### src/design/gnl_pkg.sv
`timescale 1ns / 1ps

package gnl_pkg;

    // fixed field widths of the stream words
    localparam int DIM_W       = 16;
    localparam int SLOT_IN_W   = 8;
    localparam int BATCH_W     = 16;
    localparam int BANK_W      = 2;
    localparam int BANK_COUNT  = 4;
    localparam int COUNT_W     = 9;
    localparam int CFG_INDEX_W = 4;

    // stream word widths
    localparam int S_TDATA_W = 80;
    localparam int S_TUSER_W = 3;
    localparam int M_TDATA_W = 24;
    localparam int M_TUSER_W = 1;

    // slave tuser bit positions
    localparam int TUSER_KIND   = 0;
    localparam int TUSER_SINGLE = 1;
    localparam int TUSER_TRANS  = 2;

    // item operation after classification
    typedef enum logic {
        OP_LOAD  = 1'b0,
        OP_QUERY = 1'b1
    } op_t;

    // one queued item between front and back
    typedef struct packed {
        op_t                  op;
        logic [BANK_W-1:0]    bank;
        logic [SLOT_IN_W-1:0] slot;
        logic [DIM_W-1:0]     dim_m;
        logic [DIM_W-1:0]     dim_n;
        logic [DIM_W-1:0]     dim_k;
        logic [BATCH_W-1:0]   batch;
        logic                 flag;
    } item_t;

endpackage

### src/design/gnl_front.sv
`timescale 1ns / 1ps

module gnl_front #(
    parameter int TABLE_DEPTH = 256,
    parameter int DIM_BITS    = 16
) (
    input  logic                          clk,
    input  logic                          rst_n,
    input  logic                          s_tvalid,
    output logic                          s_tready,
    input  logic [gnl_pkg::S_TDATA_W-1:0] s_tdata,
    input  logic [gnl_pkg::S_TUSER_W-1:0] s_tuser,
    output logic                          q_valid,
    input  logic                          q_ready,
    output gnl_pkg::item_t                q_item
);

    localparam logic [gnl_pkg::DIM_W-1:0] DIM_MASK = (DIM_BITS >= gnl_pkg::DIM_W) ?
        {gnl_pkg::DIM_W{1'b1}} : gnl_pkg::DIM_W'((64'd1 << DIM_BITS) - 64'd1);

    gnl_pkg::item_t item_in;
    logic           keep;
    logic           push;
    logic           pop;

    gnl_pkg::item_t q_reg [2];
    logic           wr_ptr_reg;
    logic           rd_ptr_reg;
    logic [1:0]     cnt_reg;

    // classify the incoming word and mask dimensions
    always_comb
    begin
        item_in.op    = s_tuser[gnl_pkg::TUSER_KIND] ? gnl_pkg::OP_QUERY : gnl_pkg::OP_LOAD;
        item_in.bank  = {s_tuser[gnl_pkg::TUSER_SINGLE], s_tuser[gnl_pkg::TUSER_TRANS]};
        item_in.slot  = s_tdata[7:0];
        item_in.dim_m = s_tdata[23:8] & DIM_MASK;
        item_in.dim_n = s_tdata[39:24] & DIM_MASK;
        item_in.dim_k = s_tdata[55:40] & DIM_MASK;
        item_in.batch = s_tdata[71:56];
        item_in.flag  = s_tdata[72];
        // loads beyond the bank depth are dropped here
        keep = (item_in.op == gnl_pkg::OP_QUERY) || (32'(item_in.slot) < 32'(TABLE_DEPTH));
    end

    assign s_tready = (cnt_reg != 2'd2);
    assign push     = s_tvalid && s_tready && keep;
    assign q_valid  = (cnt_reg != 2'd0);
    assign pop      = q_valid && q_ready;
    assign q_item   = q_reg[rd_ptr_reg];

    // queue pointers and fill count
    always_ff @(posedge clk or negedge rst_n)
    begin
        if (!rst_n)
        begin
            wr_ptr_reg <= 1'b0;
            rd_ptr_reg <= 1'b0;
            cnt_reg    <= 2'd0;
        end
        else
        begin
            if (push)
                wr_ptr_reg <= ~wr_ptr_reg;
            if (pop)
                rd_ptr_reg <= ~rd_ptr_reg;
            case ({push, pop})
                2'b10:   cnt_reg <= cnt_reg + 2'd1;
                2'b01:   cnt_reg <= cnt_reg - 2'd1;
                default: cnt_reg <= cnt_reg;
            endcase
        end
    end

    // queue payload
    always_ff @(posedge clk)
    begin
        if (push)
            q_reg[wr_ptr_reg] <= item_in;
    end

endmodule

### config.mk
export PLATFORM = sky130hd
export DESIGN_NAME = gnl_front
export DESIGN_NICKNAME = d
export VERILOG_FILES = /design/src/design/gnl_pkg.sv /design/src/design/gnl_front.sv
export SDC_FILE = /design/constraint.sdc
export NUM_CORES = 1
export LEC_CHECK = 0
export ABC_AREA = 1
export BUFFER_PORTS_ARGS = -buffer_cell sky130_fd_sc_hd__buf_2
export CORE_MARGIN = 2
export CORE_UTILIZATION = 46
export CTS_BUF_LIST = sky130_fd_sc_hd__clkbuf_4
export DETAILED_ROUTE_END_ITERATION = 10
export PLACE_DENSITY_LB_ADDON = 0.3
export SKIP_LAST_GASP = 1
export SLEW_MARGIN = 25
export SYNTH_ARGS = -nofsm -noshare
export SYNTH_HDL_FRONTEND = slang
export SYNTH_SLANG_ARGS = --single-unit
### constraint.sdc
create_clock -name clk -period 7.35 [get_ports clk]
set_input_delay 1.47 -clock clk [delete_from_list [all_inputs] [get_ports clk]]
set_output_delay 1.47 -clock clk [all_outputs]
set_load 0.01 [all_outputs]
==> metrics <==
status finished clean; RSZ-0062 raised after global routing false; Port Buf Inserts 157; Tmin final ~3.4 ns; area share of the largest cell type after synthesis 79.1%; core area around 12,000 µm²; post-placement cell area 6700 µm²; number of synthesized register bits between 150 and 200; cell count after synthesis 427; Synth warnings 0; largest net degree at the start of global routing 78; max-slew violation count 0; design area around 7000 µm²; HPWL after DPL 6.63 mm; Slew headroom 45.8%; TritonCTS clock tree done; Vias per Instance approximately 4.7; Final Setup Violations 0; R2R setup slack 5.19 ns; Synth Area in Simple Gates 16.0%; total power draw approximately 2700 µW; CP Max Fanout 77; adder and majority gate portion of the synthesized area 0.217%; Clock Path Buffers 2; sum of negative setup slack 0 ns; top cells by area, synth edfxtp_1 79%, nand2_1 15%, dfrtp_1 1.7%; PD cells between 300 and 400 nW/µm²; post-CTS sizing 0; clock share of power 21.4%; row cnt 40; Post-synth EDFFs ~150; Peak VDD IR ~0.24 mV; min-delay worst type flop to flop; synth cell count leaders 238 x nand2_1, 152 x edfxtp_1, 9 x buf_2; Hold Buf Count CTS 0; max FFs per register 152; Crit. End Element output pin; worst-margin pin slew 0.812 ns; Worst Path Required 5.88 ns; Fmax achieved 0.291 GHz; Vias 3,597; Die Y-Extent 116 µm; Clock Latency Late Sink 0.55 ns; register share of total power approximately 46%; Max-Cap Viols 0; initial antenna violation count 1; Net Sw Power 925 µW; number of global-route vias before repair 3,520; Syn Nets 515; Remaining DRCs 0; wire length per cell around 14 µm; Final Core Density between 50% and 60%; final hold vios 0; Final Skew 0.0194 ns; Ports roughly 170; Initial Util 47.6%; drt total wl 10.6 mm; Worst-path clk slew about 0.12 ns; Tot GR Track Use 16.3%; Worst Path Arrival 1.97 ns; Internal Pwr Total ~1800 µW; GPL Wtd Cong 0.718; largest family of logic cells by synthesized area simple AND/OR/NAND/NOR gates; Startpoint Class flop; first-pass GRT wire length approximately 16 mm; Clock Tree Root clkbuf_4; critical path class flop to output pin; Tcrit/Tclk final a little under half; leakage 0.00306 µW; Mapped Avg Cell Area 13.5 µm²; cell area after synthesis 5770 µm²; GR Overflow Total 0; CTS Sinks 156; Routed Antenna Nets 0; H-tree depth 4; sequential area share after synthesis 80.9%; smallest hold slack 0.516 ns; post-synthesis compound-gate area fraction 0.0868%; Primary FF master, synth edfxtp_1; Synth Area in XOR/XNOR 0.152%; Switching Fraction 33.8%; drt pass-1 iters 4; most frequent cell after synthesis nand2_1; Netlist cell types 15; NumNets Final a little under 700; asr flop ratio synth 2.56%; area grow syn2layout 22.2%; CTS Buf Count 17; Synth area leader edfxtp_1; Post-CTS Repair Setup Buffers 0; layout cells sized above 1 around 32%; Die Width 116 µm; 1st-iter DRT viols 190; Combinational Power Share ~33%; post-synthesis mux area share 0%; Die ar. between 10,000 and 15,000 µm²
==> final timing paths <==
path / cells after the start / from / endpoint
max reg2reg: 5 / cnt_reg[0] / q_reg[0][3]
max in group asynchronous: 1 / rst_n / rd_ptr_reg
max: 4 / rd_ptr_reg / q_item[43]
min in group asynchronous: 1 / rst_n / wr_ptr_reg
min: 1 / cnt_reg[0] / cnt_reg[0]
min reg2reg: 1 / cnt_reg[0] / cnt_reg[0]
==> metal layers <==
| metal | up-vias | GRT usage, % | part of all wire, % |
|---|---|---|---|
| li1 | 1772 | - | - |
| met1 | 1673 | 18.2 | 40 |
| met3 | 18 | 7.64 | 10 |
| met5 | - | 0 | 0.076 |
| met4 | 2 | 6.75 | 1.7 |
| met2 | 132 | 27.0 | 48 |
==> placed cells by master, fill, tap and decap left out, drive strengths merged <==
cell type  synthesis  final
nand4              1      1
bufinv             0      5
nand2            238    238
nand3              2      2
clkbuf             0     19
ha                 1      1
diode              0      1
xnor2              1      1
inv                7      8
a21oi              1      1
buf               17    162
clkinv             0      6
edfxtp           152    152
dfrtp              4      4
nor2               3      3
clkinvlp           0      1
==> critical path, cell delays in order (launching register included) <==
cell and delay (ns):
dfrtp_2 0.40, buf_4 0.65, nand2_1 0.11, nand2_1 0.11, buf_2 0.13
==> final cells by class <==
type	count	area, µm²
tap	168	210
sequential	156	4670
multi-input combinational	247	962
fill	987	5070
clock inverter	13	196
inverter	7	28.8
antenna	1	2.50
timing repair buffer	162	836
clock buffer	19	143
==> logic make-up after synthesis <==
| family | Yosys count |
|---|---|
| compound gates | 1 |
| xor+xnor | 1 |
| fa+ha+maj | 1 |
| buf+inv | 24 |
| flops | 156 |
| simple gates | 244 |
==> power groups by stage <==
stage / clock network [µW] / registers [µW] / logic, µW
floorplan: 0 / 1290 / 572
global placement: 0 / 1270 / 888
detailed placement: 0 / 1280 / 913
CTS: 602 / 1260 / 916
global route: 634 / 1280 / 1010
finish: 586 / 1260 / 893
==> per-stage QoR <==
stage          setup slack [ns]  std cells
2_1_floorplan              2.10        427
3_3_place_gp               3.70        739
3_5_place_dp               4.17        740
4_1_cts                    3.82        772
5_1_grt                    3.65        772
6_report                   3.91        773
(Power assumes the default switching activity.)
